--- src/rtl/mfl_pkg.sv ---
// Shared constants, command codes and status bundle for the max-flow engine.
`default_nettype none

package mfl_pkg;

    localparam int MAX_NODES = 256;
    localparam int MAX_ARCS  = 2048;

    localparam int NUM_W  = 9;                     // node number field width
    localparam int CAP_W  = 31;                    // edge capacity field width
    localparam int FLOW_W = 41;                    // reported flow width
    localparam int TOT_W  = 42;                    // flow accumulator width
    localparam int RES_W  = 32;                    // arc residual width
    localparam int NODE_W = $clog2(MAX_NODES);     // node index width
    localparam int ARC_W  = $clog2(MAX_ARCS);      // arc index width
    localparam int LINK_W = ARC_W + 1;             // list link: arc index + 1, 0 ends
    localparam int CNT_W  = ARC_W + 1;             // arc count, holds MAX_ARCS
    localparam int PTR_W  = NODE_W + 1;            // queue / stack pointer, holds MAX_NODES
    localparam int LVL_W  = NODE_W + 1;            // level label
    localparam int CFG_W  = 1;                     // register index width

    localparam logic [CFG_W-1:0] CFG_SOURCE = 1'd0;
    localparam logic [CFG_W-1:0] CFG_SINK   = 1'd1;

    typedef enum logic [4:0] {
        OP_NOP,
        OP_ACCEPT,
        OP_E_CHK,
        OP_E_RDU,
        OP_E_WRU,
        OP_E_RDV,
        OP_E_WRV,
        OP_B_INIT,
        OP_B_POP,
        OP_B_NODE,
        OP_B_HEAD,
        OP_B_ARC,
        OP_B_TGT,
        OP_B_TEST,
        OP_B_TRD,
        OP_F_INIT,
        OP_F_LOOK,
        OP_F_HEAD,
        OP_F_TEST,
        OP_F_END,
        OP_F_RET1,
        OP_F_RET2,
        OP_A_INIT,
        OP_A_MRD,
        OP_A_MRES,
        OP_A_MIN,
        OP_A2_INIT,
        OP_A2_RD,
        OP_A2_SUB,
        OP_A2_ADD,
        OP_A_DONE,
        OP_OUT
    } op_t;

    typedef struct packed {
        op_t op;
    } cmd_t;

    typedef struct packed {
        logic node_ok;
        logic room;
        logic last;
        logic terms_ok;
        logic rd_lt_wr;
        logic a_zero;
        logic v_is_t;
        logic found;
        logic depth_zero;
        logic depth_full;
        logic i_lt_depth;
        logic t_reached;
        logic out_busy;
    } status_t;

endpackage

`default_nettype wire

--- src/rtl/mfl_ctrl.sv ---
// Sequencer for edge loading, level labelling, blocking flow and result delivery.
`default_nettype none

module mfl_ctrl (
    input  wire logic             clk,
    input  wire logic             rst_n,
    input  wire logic             in_valid,
    output logic                  in_ready,
    input  wire mfl_pkg::status_t st,
    output mfl_pkg::cmd_t         cmd
);
    import mfl_pkg::*;

    typedef enum logic [5:0] {
        ST_IDLE, ST_E_CHK, ST_E_RDU, ST_E_WRU, ST_E_RDV, ST_E_WRV, ST_E_POST,
        ST_S_START, ST_B_INIT, ST_B_POP, ST_B_NODE, ST_B_HEAD, ST_B_ARC, ST_B_TGT,
        ST_B_TEST, ST_B_TRD, ST_B_TDEC, ST_F_INIT, ST_F_LOOP, ST_F_HEAD, ST_F_SCAN,
        ST_F_TGT, ST_F_TEST, ST_F_END, ST_F_RET1, ST_F_RET2, ST_A_INIT, ST_A_MIN,
        ST_A_MRES, ST_A_MIN2, ST_A2_INIT, ST_A2, ST_A2_RES, ST_A2_SUB, ST_A2_ADD,
        ST_S_OUT
    } state_t;

    state_t state_reg, state_next;
    logic   in_ready_reg;

    always_comb
    begin
        state_next = state_reg;
        cmd.op     = OP_NOP;
        unique case (state_reg)
            ST_IDLE:
            begin
                if (in_valid)
                begin
                    cmd.op     = OP_ACCEPT;
                    state_next = ST_E_CHK;
                end
            end
            ST_E_CHK:
            begin
                cmd.op     = OP_E_CHK;
                state_next = (st.node_ok && st.room) ? ST_E_RDU : ST_E_POST;
            end
            ST_E_RDU:
            begin
                cmd.op     = OP_E_RDU;
                state_next = ST_E_WRU;
            end
            ST_E_WRU:
            begin
                cmd.op     = OP_E_WRU;
                state_next = ST_E_RDV;
            end
            ST_E_RDV:
            begin
                cmd.op     = OP_E_RDV;
                state_next = ST_E_WRV;
            end
            ST_E_WRV:
            begin
                cmd.op     = OP_E_WRV;
                state_next = ST_E_POST;
            end
            ST_E_POST:  state_next = st.last ? ST_S_START : ST_IDLE;
            ST_S_START: state_next = st.terms_ok ? ST_B_INIT : ST_S_OUT;
            ST_B_INIT:
            begin
                cmd.op     = OP_B_INIT;
                state_next = ST_B_POP;
            end
            ST_B_POP:
            begin
                if (st.rd_lt_wr)
                begin
                    cmd.op     = OP_B_POP;
                    state_next = ST_B_NODE;
                end
                else
                begin
                    state_next = ST_B_TRD;
                end
            end
            ST_B_NODE:
            begin
                cmd.op     = OP_B_NODE;
                state_next = ST_B_HEAD;
            end
            ST_B_HEAD:
            begin
                cmd.op     = OP_B_HEAD;
                state_next = ST_B_ARC;
            end
            ST_B_ARC:
            begin
                if (st.a_zero)
                begin
                    state_next = ST_B_POP;
                end
                else
                begin
                    cmd.op     = OP_B_ARC;
                    state_next = ST_B_TGT;
                end
            end
            ST_B_TGT:
            begin
                cmd.op     = OP_B_TGT;
                state_next = ST_B_TEST;
            end
            ST_B_TEST:
            begin
                cmd.op     = OP_B_TEST;
                state_next = ST_B_ARC;
            end
            ST_B_TRD:
            begin
                cmd.op     = OP_B_TRD;
                state_next = ST_B_TDEC;
            end
            ST_B_TDEC:  state_next = st.t_reached ? ST_F_INIT : ST_S_OUT;
            ST_F_INIT:
            begin
                cmd.op     = OP_F_INIT;
                state_next = ST_F_LOOP;
            end
            ST_F_LOOP:
            begin
                if (st.v_is_t)
                begin
                    state_next = ST_A_INIT;
                end
                else
                begin
                    cmd.op     = OP_F_LOOK;
                    state_next = ST_F_HEAD;
                end
            end
            ST_F_HEAD:
            begin
                cmd.op     = OP_F_HEAD;
                state_next = ST_F_SCAN;
            end
            ST_F_SCAN:
            begin
                if (st.a_zero)
                begin
                    state_next = ST_F_END;
                end
                else
                begin
                    cmd.op     = OP_B_ARC;
                    state_next = ST_F_TGT;
                end
            end
            ST_F_TGT:
            begin
                cmd.op     = OP_B_TGT;
                state_next = ST_F_TEST;
            end
            ST_F_TEST:
            begin
                cmd.op     = OP_F_TEST;
                state_next = st.found ? ST_F_END : ST_F_SCAN;
            end
            ST_F_END:
            begin
                cmd.op = OP_F_END;
                if (!st.a_zero && !st.depth_full)
                begin
                    state_next = ST_F_LOOP;
                end
                else if (st.depth_zero)
                begin
                    state_next = ST_B_INIT;
                end
                else
                begin
                    state_next = ST_F_RET1;
                end
            end
            ST_F_RET1:
            begin
                cmd.op     = OP_F_RET1;
                state_next = ST_F_RET2;
            end
            ST_F_RET2:
            begin
                cmd.op     = OP_F_RET2;
                state_next = ST_F_LOOP;
            end
            ST_A_INIT:
            begin
                cmd.op     = OP_A_INIT;
                state_next = ST_A_MIN;
            end
            ST_A_MIN:
            begin
                if (st.i_lt_depth)
                begin
                    cmd.op     = OP_A_MRD;
                    state_next = ST_A_MRES;
                end
                else
                begin
                    state_next = ST_A2_INIT;
                end
            end
            ST_A_MRES:
            begin
                cmd.op     = OP_A_MRES;
                state_next = ST_A_MIN2;
            end
            ST_A_MIN2:
            begin
                cmd.op     = OP_A_MIN;
                state_next = ST_A_MIN;
            end
            ST_A2_INIT:
            begin
                cmd.op     = OP_A2_INIT;
                state_next = ST_A2;
            end
            ST_A2:
            begin
                if (st.i_lt_depth)
                begin
                    cmd.op     = OP_A2_RD;
                    state_next = ST_A2_RES;
                end
                else
                begin
                    cmd.op     = OP_A_DONE;
                    state_next = ST_F_LOOP;
                end
            end
            ST_A2_RES:
            begin
                cmd.op     = OP_A_MRES;
                state_next = ST_A2_SUB;
            end
            ST_A2_SUB:
            begin
                cmd.op     = OP_A2_SUB;
                state_next = ST_A2_ADD;
            end
            ST_A2_ADD:
            begin
                cmd.op     = OP_A2_ADD;
                state_next = ST_A2;
            end
            ST_S_OUT:
            begin
                // hold until the previous result has been transferred
                if (!st.out_busy)
                begin
                    cmd.op     = OP_OUT;
                    state_next = ST_IDLE;
                end
            end
            default:    state_next = ST_IDLE;
        endcase
    end

    always_ff @(posedge clk or negedge rst_n)
    begin
        if (!rst_n)
        begin
            state_reg    <= ST_IDLE;
            in_ready_reg <= 1'b1;
        end
        else
        begin
            state_reg    <= state_next;
            in_ready_reg <= (state_next == ST_IDLE);
        end
    end

    assign in_ready = in_ready_reg;

    a_ready_idle: assert property (@(posedge clk) disable iff (!rst_n)
        in_ready == (state_reg == ST_IDLE))
        else $error("in_ready out of step with idle state");

    a_accept_starts: assert property (@(posedge clk) disable iff (!rst_n)
        (in_valid && in_ready) |=> (state_reg == ST_E_CHK))
        else $error("accepted edge not processed");

    a_out_wait: assert property (@(posedge clk) disable iff (!rst_n)
        (state_reg == ST_S_OUT && st.out_busy) |=> (state_reg == ST_S_OUT))
        else $error("result stage left while output busy");

endmodule

`default_nettype wire

--- config.mk ---
export PLATFORM = sky130hd
export DESIGN_NAME = mfl_ctrl
export DESIGN_NICKNAME = d
export VERILOG_FILES = /design/src/rtl/mfl_pkg.sv /design/src/rtl/mfl_ctrl.sv
export SDC_FILE = /design/constraint.sdc
export NUM_CORES = 1
export LEC_CHECK = 0
export BUFFER_PORTS_ARGS = -buffer_cell sky130_fd_sc_hd__buf_2
export CORE_ASPECT_RATIO = 1.25
export CORE_UTILIZATION = 30
export CTS_BUF_LIST = sky130_fd_sc_hd__clkbuf_8
export DETAILED_ROUTE_END_ITERATION = 12
export MAX_ROUTING_LAYER = met4
export SYNTH_ARGS = -nofsm -noshare
export SYNTH_HDL_FRONTEND = slang
export SYNTH_SLANG_ARGS = --single-unit
--- constraint.sdc ---
create_clock -name clk -period 4.3 [get_ports clk]
set_clock_uncertainty 0.2 [all_clocks]
set_input_delay 0.215 -clock clk [delete_from_list [all_inputs] [get_ports clk]]
set_output_delay 0.215 -clock clk [all_outputs]
set_load 0.02 [all_outputs]
# Word level (Yosys, flattened, before mapping)
# Cells that the tools add are included.
[totals]
register_bits = 7
out_inout_bits = 6
[op_classes]
eq_ne = 35
muxes = 24
n_reduce_logical = 13
[op_table]
columns = ["op", "count"]
rows = [
  ["case mux 6 bit (32 select lines)", 1],
  ["case mux 5 bit (30 select lines)", 1],
  ["equality test 6 x 5 -> 1 bit (second input constant)", 16],
  ["equality test 6 x 4 -> 1 bit (second input constant)", 8],
  ["two-way mux 6 bit", 5],
  ["two-way mux 5 bit", 5],
  ["equality test 6 x 3 -> 1 bit (second input constant)", 4],
  ["equality test 6 bit (second input constant)", 4],
  ["two-way mux 3 bit", 5],
  ["OR reduction 2 bit", 7],
  ["equality test 6 x 2 -> 1 bit (second input constant)", 2],
  ["zero test 6 bit", 2],
  ["two-way mux 4 bit", 3],
  ["equality test 6 x 1 -> 1 bit (second input constant)", 1],
  ["two-way mux 2 bit", 3],
  ["logical AND 1 bit", 2],
  ["zero test 1 bit", 2],
  ["two-way mux 1 bit", 1],
]

# Logic depth before layout (Yosys ltp)
# Gate-level depths: netlist (run 1).
[depth]
depth_word = 5
depth_mapped = 8
depth_no_buf = 6

# Worst setup path before layout (run 1)
# Ideal clock, no wire load.
[synth_path]
path_type = "reg-to-output"
from = "register state_reg[4]"
to = "output cmd[2] in the netlist's numbering"
arrival_ns = 1.625
required_ns = 3.885
setup_slack_ns = 2.260
path_stages_with_launch = 9
cell_sequence = "dfrtp_1 buf_6 and2b_4 buf_6 nand2_1 o31ai_1 o21ai_1 o21ai_0 or3b_1"
[synth_rtl]
columns = ["element", "line_no", "text"]
rows = [
  ["from (decl)", "mfl_ctrl.sv:23", "state_t state_reg, state_next;"],
  ["from (signal assigned)", "mfl_ctrl.sv:273", "state_reg <= state_next;"],
  ["to (decl)", "mfl_ctrl.sv:10", "output mfl_pkg::cmd_t cmd"],
]

==> results of run 1 <==
[area by class of cell]
class | count | area [um^2] | area share
Multi-Input combinational cell | 148 | 950.9 | 0.6909
Clock inverter | 1 | 3.754 | 0.002727
Sequential cell | 7 | 176.4 | 0.1282
Timing Repair Buffer | 22 | 115.1 | 0.08364
Tap cell | 56 | 70.07 | 0.05091
Clock buffer | 3 | 41.29 | 0.03000
Inverter | 5 | 18.77 | 0.01364
[metrics by stage]
stage,power (mW),setup WS (ns)
6_report,1.038,1.188
5_1_grt,1.134,0.9789
4_1_cts,1.032,1.192
3_5_place_dp,0.9390,1.438
3_3_place_gp,0.9417,1.493
2_1_floorplan,0.8541,2.260
[worst paths after layout]
check / endpoint / slack [ns] / cells past startpoint
max in group asynchronous: in_ready / 3.53 / 2
max reg2reg: in_ready / 1.62 / 5
min reg2reg: state_reg[1] / 0.86 / 2
max: cmd[0] / 1.19 / 6
min in group clk: state_reg[3] / 0.30 / 4
min: state_reg[1] / 0.15 / 2
[worst max-delay path: cells and delay by family, from the launching register on]
family / cells / cell delay [ns]
flops: 1 / 1.01
simple gates: 2 / 0.88
compound gates: 2 / 0.29
buf+inv: 1 / 0.16
xor+xnor: 1 / 0.12
[logic make-up after synthesis]
family / share of synthesized area
multiplexers: 0.007670
XOR/XNOR: 0.006713
AO/OA/AOI/OAI: 0.3605
flip-flops: 0.1352
buffers and inverters: 0.1361
AND/OR/NAND/NOR: 0.3538
[power by group through the flow]
stage	Clock, mW	Combinational (mW)	Sequential, mW
finish	0.0893	0.677	0.272
detailed placement	0	0.672	0.267
floorplan	0	0.737	0.117
CTS	0.0911	0.674	0.266
global route	0.0941	0.749	0.291
global placement	0	0.673	0.269
[layer usage]
layer / track usage / vias to the layer above
li1: - / 700
met5: - / -
met1: 0.2579 / 653
met4: 0.1061 / 0
met3: 0.01698 / 16
met2: 0.2894 / 69
[layout by cell type, fill, tap and decap left out, drive strengths merged, types with 3 or more instances in the layout]
cell type	netlist	layout
a31oi	4	4
nand2b	6	6
nor2	21	21
or3	4	4
nand2	11	11
inv	5	6
nor3	11	11
a21oi	10	10
o31ai	3	3
o22ai	3	3
buf	20	21
o211ai	4	4
dfrtp	6	6
o21ai	15	15
clkbuf	0	3
nand3	7	7
a211oi	6	6
==> results.cfg, run 1 <==
[timing]
fin_crit_sh = 0.7238
hold_viol_final = 0
rsz0062_at_grt = no
drv_slew = 0
worst_hold_slack_ns = 0.1459
maxSlewHeadroom = 0.3128
finalSetupViolCount = 0
fin_tns_setup_ns = 0
fmax_mhz = 321.3
worst_slew_pin_slew_ns = 1.031
min_period_ns = 3.112

[logic_synthesis]
synth_commonest_cells = 19 x nor2_1, 11 x o21ai_0, 10 x nand2_1, 9 x a21oi_1, 9 x nor3_1
yosysWarnings = 0
synth_cells = 180
synth_enable_flop_cells = 0
yosys_register_bits = 7
synth_top_area_cell = dfrtp_1
synth_ff_type = dfrtp_1
syn_area_um2 = 1305
synth_area_leaders = dfrtp_1 12%, buf_6 6.0%, nor2_1 5.5%, o21ai_0 4.2%, a21oi_1 3.5%
synthDistinctLibCells = 59
synth-async-reset-ratio = 1.000
yosysMostFrequentCell = nor2_1
synth_fp_nets = 196
avgSynthCellArea_um2 = 7.250
seq_area_frac_synth = 0.1352
synth_top_area_share = 0.1151

[layout]
final_core_util = 0.3331
drive_above_1_share = 0.2151
syn_to_final_growth_pct = 5.465
diodes = 0
instances_no_fill = 242
fin_area_um2 = 1376
largest_reg_flops = 6
nFillCells = 473
final_net_count = 203

[setup_path]
path_cells = nor2b_1, xnor2_1, a31oi_1, o211ai_1, or3_1, buf_2
cp.arrival_ns = 2.70
startpoint_type = flip-flop
startpoint = state_reg[2]
worstPathMaxFanout = 34
worst_setup_path_end_kind = output pin
cp_slowest_stage_delay_ns = 1.01
cp_slowest_cell = dfrtp_1
required_ns = 3.88
worstSetupPathType = flip-flop to output pin
r2r-start = state_reg[1]

[power]
power_frac_clock = 0.086
peakVddDrop_mv = 0.5229
p_int_mw = 0.4424
power_switching_share = 0.5739
combPwrFrac = 0.652
power_density_nw_per_um2 = 754.4
p_switching_mw = 0.5959
pwr-share-seq = 0.262
p_leak_nw = 0.5285

[clocking]
cts_root_buf = clkbuf_8
clock-sinks = 7
worstSkewPairLatency_ns = 0.23
cts_max_level = 1
numCtsBuffers = 3
clkTransAtPathRegs_ns = 0.04
cts_buffer_depth = 2
cts_hold_buf = 1
cts_tree = yes
ctsResizeCount = 0
postCtsSetupBuffers = 0

[detailed_routing]
wl_mm = 3.908
dr.max_layer_used = met4
final_antenna_net_count = 0
routedWlPerCell_um = 16.15
drtPass1Iterations = 4
drt-met1-wl_mm = 1.600
drt_iter0_markers = 65
routed-wl-met2_mm = 1.875
via_count = 1438
drcViolationCount = 0
avgViaCountPerCell = 5.942
dr_wl_met3_um = 270

[place]
place_area_um2 = 1321
dp.cells = 237
gp_congestion = 0.8598
port_buffers = 21
dp_hpwl_mm = 2.709

[worst_hold_path]
hp-class = primary input to async pin

[global_route]
grt_max_degree = 35
first_global_vias = 1306
grt_usage = 0.1945
grt_pass1_wl_mm = 6.534
grt-ovfl-total = 0
antenna_found_initial = 0

[flow_run]
maxCapViolations = 0

[floorplan]
dieArea_um2 = 4619
row_count = 26
io_pins = 22
initial_core_util = 0.3159
die_x_um = 60.99
core_area_um2 = 4131
fp.dieH_um = 75.74

[outcome]
status = finished clean
(Power assumes the default switching activity.)
==> run 2, diff against run 1 <==
- ABC_AREA: not set -> 1
- clock period: 4.3 -> 2.77 ns (I/O delays scaled with it)
==> run 2 against run 1 <==
Against the previous run:
- sequential share of layout area decreased by 0.30 points
- setup slack lost 0.71 ns
- die area is 8.0% lower
- global-route usage up 2.1 points
- area after synthesis decreased by 8.2%
- first-iteration DRC count up 110%
==> results.cfg, run 2 <==
[clocking]
clkTransAtPathRegs_ns = 0.04
cts_root_buf = clkbuf_8
cts_max_level = 1
clock-sinks = 7
cts_tree = yes
worstSkewPairLatency_ns = 0.22
cts_buffer_depth = 2
numCtsBuffers = 3

[power]
finalPower_mw = 1.572
p_switching_mw = 0.9464
p_int_mw = 0.6252
combPwrFrac = 0.786
power_frac_clock = 0.085
power_switching_share = 0.6022
power_density_nw_per_um2 = 1116
p_leak_nw = 0.9284
peakVddDrop_mv = 0.5363
pwr-share-seq = 0.130

[global_route]
gr-max-usage-layer = met2
grt_pass1_wl_mm = 6.727
first_global_vias = 1525
use_met2 = 0.3436
grt_util_met3 = 0.02482
grt_max_degree = 20
antenna_found_initial = 0
grt_usage = 0.2153
use_met1 = 0.2484
grt-ovfl-total = 0

[detailed_routing]
avgViaCountPerCell = 5.294
via_count = 1641
final_antenna_net_count = 0
drtPass1Iterations = 5
drt_iter0_markers = 136
wl_mm = 4.191
routedWlPerCell_um = 13.52
drcViolationCount = 0

[logic_synthesis]
synth_fp_nets = 247
yosysWarnings = 0
synth_commonest_cells = 59 x nand2_1, 50 x nor2_1, 44 x nand3_1, 27 x inv_1, 8 x nand4_1
syn_area_um2 = 1197
synth_cells = 231
synthDistinctLibCells = 23
synth_area_leaders = nand2_1 18%, nand3_1 18%, nor2_1 16%, dfrtp_1 13%, inv_1 8.5%
synth_enable_flop_cells = 0
synth_top_area_cell = nand2_1
yosys_register_bits = 7
synth-async-reset-ratio = 1.000
yosysMostFrequentCell = nand2_1
synth_ff_type = dfrtp_1
avgSynthCellArea_um2 = 5.184
seq_area_frac_synth = 0.1473
synth_top_area_share = 0.1850

[outcome]
status = finished clean

[timing]
min_period_ns = 2.293
worst_slew_pin_slew_ns = 0.4930
fin_crit_sh = 0.8280
rsz0062_at_grt = no
maxSlewHeadroom = 0.6683
fmax_mhz = 436.0
finalSetupViolCount = 0
fin_tns_setup_ns = 0
drv_slew = 0
hold_viol_final = 0

[setup_path]
startpoint = state_reg[1]
worstSetupPathType = flip-flop to output pin
worst_setup_path_end_kind = output pin
startpoint_type = flip-flop
r2r-start = state_reg[4]
worstPathMaxFanout = 11
cp.arrival_ns = 1.95
required_ns = 2.43

[floorplan]
dieArea_um2 = 4250
die_x_um = 58.51
initial_core_util = 0.3138
row_count = 25
core_area_um2 = 3816
fp.dieH_um = 72.64
io_pins = 22

[layout]
layout_commonest_cell = nand2_1
diodes = 0
instances_no_fill = 310
final_cell_mix = 59 x nand2_1, 50 x nor2_1, 44 x nand3_1, 28 x inv_1, 21 x buf_2
syn_to_final_growth_pct = 17.66
nFillCells = 450
final_net_count = 273
drive_above_1_share = 0.1680
largest_reg_flops = 6

[flow_run]
maxCapViolations = 0

[place]
gp_congestion = 1.079
port_buffers = 21
dp_hpwl_mm = 3.429
dp.cells = 305

[worst_hold_path]
hp-class = primary input to async pin
run 2: cell types whose count changed after synthesis, sizes merged, moves of 6 or more:
cell    change
nand4       +7
nand3      +40
a21oi       -7
buf        -15
nand2      +50
nand2b      -6
a211oi      -6
inv        +24
nor2       +34
o21ai      -14
run 2: area by class of cell:
class	count	area (um^2)	share of cell area
clock buffers	3	41.29	0.02931
clock inverters	1	3.754	0.002664
inverters	29	108.9	0.07726
multi-input cells	190	865.8	0.6146
flip-flops and latches	7	176.4	0.1252
well taps	54	67.56	0.04796
repair buffers	26	145.1	0.1030
run 2: final timing paths:
path | end | cells past startpoint | slack, ns
min in group clk | state_reg[3] | 7 | 0.15
setup reg to reg | in_ready | 10 | 0.82
setup / recovery | cmd[2] | 7 | 0.48
hold reg to reg | state_reg[0] | 5 | 0.64
hold / removal | state_reg[5] | 2 | 0.07
max in group asynchronous | in_ready | 2 | 2.07
run 2: critical path: stages, from the launching register on:
cell     delay [ns]
dfrtp_1        0.43
nor2_2         0.44
nand3_1        0.23
and3_1         0.27
nand3_1        0.08
nor3_1         0.07
nand3_1        0.06
buf_2          0.16
run 2: logic make-up after synthesis:
group / count (synthesis) / share of synthesized area
AND/OR/NAND/NOR: 186 / 0.7064
buffers and inverters: 34 / 0.1296
flip-flops: 7 / 0.1473
AO/OA/AOI/OAI: 4 / 0.01671
run 2: layer usage:
layer	wire length, um	vias up
li1	-	802
met1	1614	717
met2	1969	104
met3	408	18
met4	199	0
met5	0	-
run 2: power by group through the flow:
stage          registers (mW)  clock network (mW)  logic, mW
6_report                0.204               0.133       1.23
5_1_grt                 0.210               0.148       1.37
4_1_cts                 0.204               0.138       1.22
3_5_place_dp            0.204                   0       1.22
3_3_place_gp            0.202                   0       1.23
2_1_floorplan           0.204                   0      0.893
run 2: what timing repair did:
item | in CTS | in global routing
gates resized for setup | 0 | 0
buffers inserted | 0 | 0
hold buffers | 1 | 0
hold endpoints to repair | 7 | 0
run 2: through the flow:
| step | util | hold WS, ns | worst slack [ns] | instance area (um^2) |
|---|---|---|---|---|
| floorplan | - | -0.3571 | 1.012 | 1197 |
| global placement | 0.3548 | -0.2278 | 0.7155 | 1354 |
| detailed placement | 0.3548 | -0.2270 | 0.7302 | 1354 |
| CTS | 0.3692 | 0.06995 | 0.4824 | 1409 |
| global route | 0.3692 | 0.08895 | 0.2998 | 1409 |
| finish | 0.3692 | 0.07400 | 0.4765 | 1409 |
==> run 3, diff against run 2 <==
- clock period: 2.77 -> 2.02 ns (I/O delays scaled with it)
==> run 3 against run 2 <==
Against the previous run:
- the run now ends with negative setup slack left
- via count up 5.4%
- global-route usage up 3.4 points
- register-to-register slack worse by 0.73 ns
- total power up 77%
- sequential share of layout area down 2.2 points
- wire length up 16%
- clock power up 44%
- largest cell class unchanged
- combinational power up 85%
- die area unchanged
- setup slack worse by 0.52 ns
- hold slack worse by 0.033 ns
- critical path depth up 2
==> results.cfg, run 3 (synthesis gave the netlist of run 2 again) <==
[outcome]
status = finished, violations left
violations = negative setup slack

[layout]
nFillCells = 409
final_net_count = 286
final_cell_mix = 47 x nand2_1, 33 x nor2_1, 32 x nand3_1, 23 x inv_1, 19 x buf_2
largest_reg_flops = 6
fin_area_um2 = 1758
regArea_um2 = 181.4
multi_input_area_um2 = 1092
syn_to_final_growth_pct = 46.81
diodes = 0
drive_above_1_share = 0.4238
layout_commonest_cell = nand2_1

[timing]
maxSlewHeadroom = 0.7611
finalSetupViolCount = 4
fin_crit_sh = 1.022
worst_slew_pin_slew_ns = 0.3557
rsz0062_at_grt = yes
fin_ws_ns = -0.04544
drv_slew = 0
min_period_ns = 2.065
fmax_mhz = 484.2
hold_viol_final = 0

[detailed_routing]
avgViaCountPerCell = 5.353
via_count = 1729
final_antenna_net_count = 0
wl_mm = 4.850
drcViolationCount = 0
routedWlPerCell_um = 15.02
drt_iter0_markers = 116
drtPass1Iterations = 4

[clocking]
cts_max_level = 1
numCtsBuffers = 3
clock-sinks = 7
cts_buffer_depth = 2
cts_tree = yes
cts_root_buf = clkbuf_8
worstSkewPairLatency_ns = 0.23
clkTransAtPathRegs_ns = 0.04

[floorplan]
row_count = 25
fp.dieH_um = 72.64
die_x_um = 58.51
io_pins = 22
initial_core_util = 0.3138
core_area_um2 = 3816
dieArea_um2 = 4250

[power]
finalPower_mw = 2.786
power_density_nw_per_um2 = 1585
peakVddDrop_mv = 0.7999
p_leak_nw = 1.034

[setup_path]
startpoint_type = flip-flop
worst_setup_path_end_kind = output pin
worstSetupPathType = flip-flop to output pin
required_ns = 1.72
worstPathMaxFanout = 7
cp.arrival_ns = 1.76

[global_route]
grt_util_met3 = 0.03546
first_global_vias = 1706
grt_max_degree = 14
grt_pass1_wl_mm = 7.879
use_met1 = 0.2857
use_met2 = 0.4125
grt_usage = 0.2492
grt-ovfl-total = 0
antenna_found_initial = 0
gr-max-usage-layer = met2

[place]
place_area_um2 = 1406
port_buffers = 21
dp_hpwl_mm = 3.619
gp_congestion = 1.051

[flow_run]
maxCapViolations = 0

[worst_hold_path]
hp-class = primary input to async pin
[run 3: cell types whose count changed in the layout (fill, tap and decap cells not counted), sizes merged]
cell,delta
buf,+13
[run 3: worst paths after layout]
| path | startpoint | end | slack, ns | cells after the start |
|---|---|---|---|---|
| min in group clk | st[9] | state_reg[3] | 0.11 | 7 |
| max in group asynchronous | rst_n | in_ready | 1.35 | 2 |
| min | rst_n | state_reg[3] | 0.04 | 2 |
| max reg2reg | state_reg[0] | in_ready | 0.09 | 10 |
| max | state_reg[1] | cmd[0] | -0.05 | 9 |
| min reg2reg | state_reg[5] | in_ready | 0.67 | 6 |
[run 3: routing by layer]
| layer | wire length (um) | vias to the layer above |
|---|---|---|
| met1 | 1830 | 759 |
| met5 | 0 | - |
| li1 | - | 827 |
| met2 | 2299 | 106 |
| met4 | 357 | 0 |
| met3 | 362 | 37 |
[run 3: stage by stage]
step	cells	utilization	hold WS, ns	TNS, ns	worst slack, ns
floorplan	231	-	-0.3946	0	0.2994
global placement	312	0.3685	-0.2601	-0.03219	-0.03219
detailed placement	312	0.3685	-0.2613	-0.03116	-0.03116
CTS	320	0.4246	0.03237	-0.03498	-0.01571
global route	323	0.4607	0.04805	-0.5484	-0.1345
finish	323	0.4607	0.04064	-0.1482	-0.04544
[run 3: worst max-delay path: stages (launching register included)]
cell and delay [ns]:
dfrtp_2 0.47, buf_4 0.17, nor2_4 0.19, nand2_2 0.11
nor2_2 0.15, inv_1 0.10, nand4_1 0.09, nor2_1 0.05
nand2_1 0.06, buf_2 0.15
[run 3: cell type report]
| type | instances | share of cell area |
|---|---|---|
| Multi-Input combinational cell | 190 | 0.6214 |
| Clock inverter | 1 | 0.002135 |
| Tap cell | 54 | 0.03843 |
| Clock buffer | 3 | 0.02349 |
| Inverter | 29 | 0.06192 |
| Timing Repair Buffer | 39 | 0.1495 |
| Sequential cell | 7 | 0.1032 |
[run 3: what timing repair did]
item,4_1_cts,5_1_grt
setup endpoints to repair,5,8
buffers inserted,4,3
endpoints found under the hold margin,7,0
resized for setup,39,34
gates cloned,0,0
pin swaps,8,8
hold buffers,1,0
[run 3: power breakdown]
group	switching (mW)	leakage, nW	total, mW	internal, mW
Clock	0.0602	0.0269	0.191	0.131
Combinational	1.46	0.924	2.27	0.810
Sequential	0.105	0.0827	0.327	0.222
Total	1.62	1.03	2.79	1.16
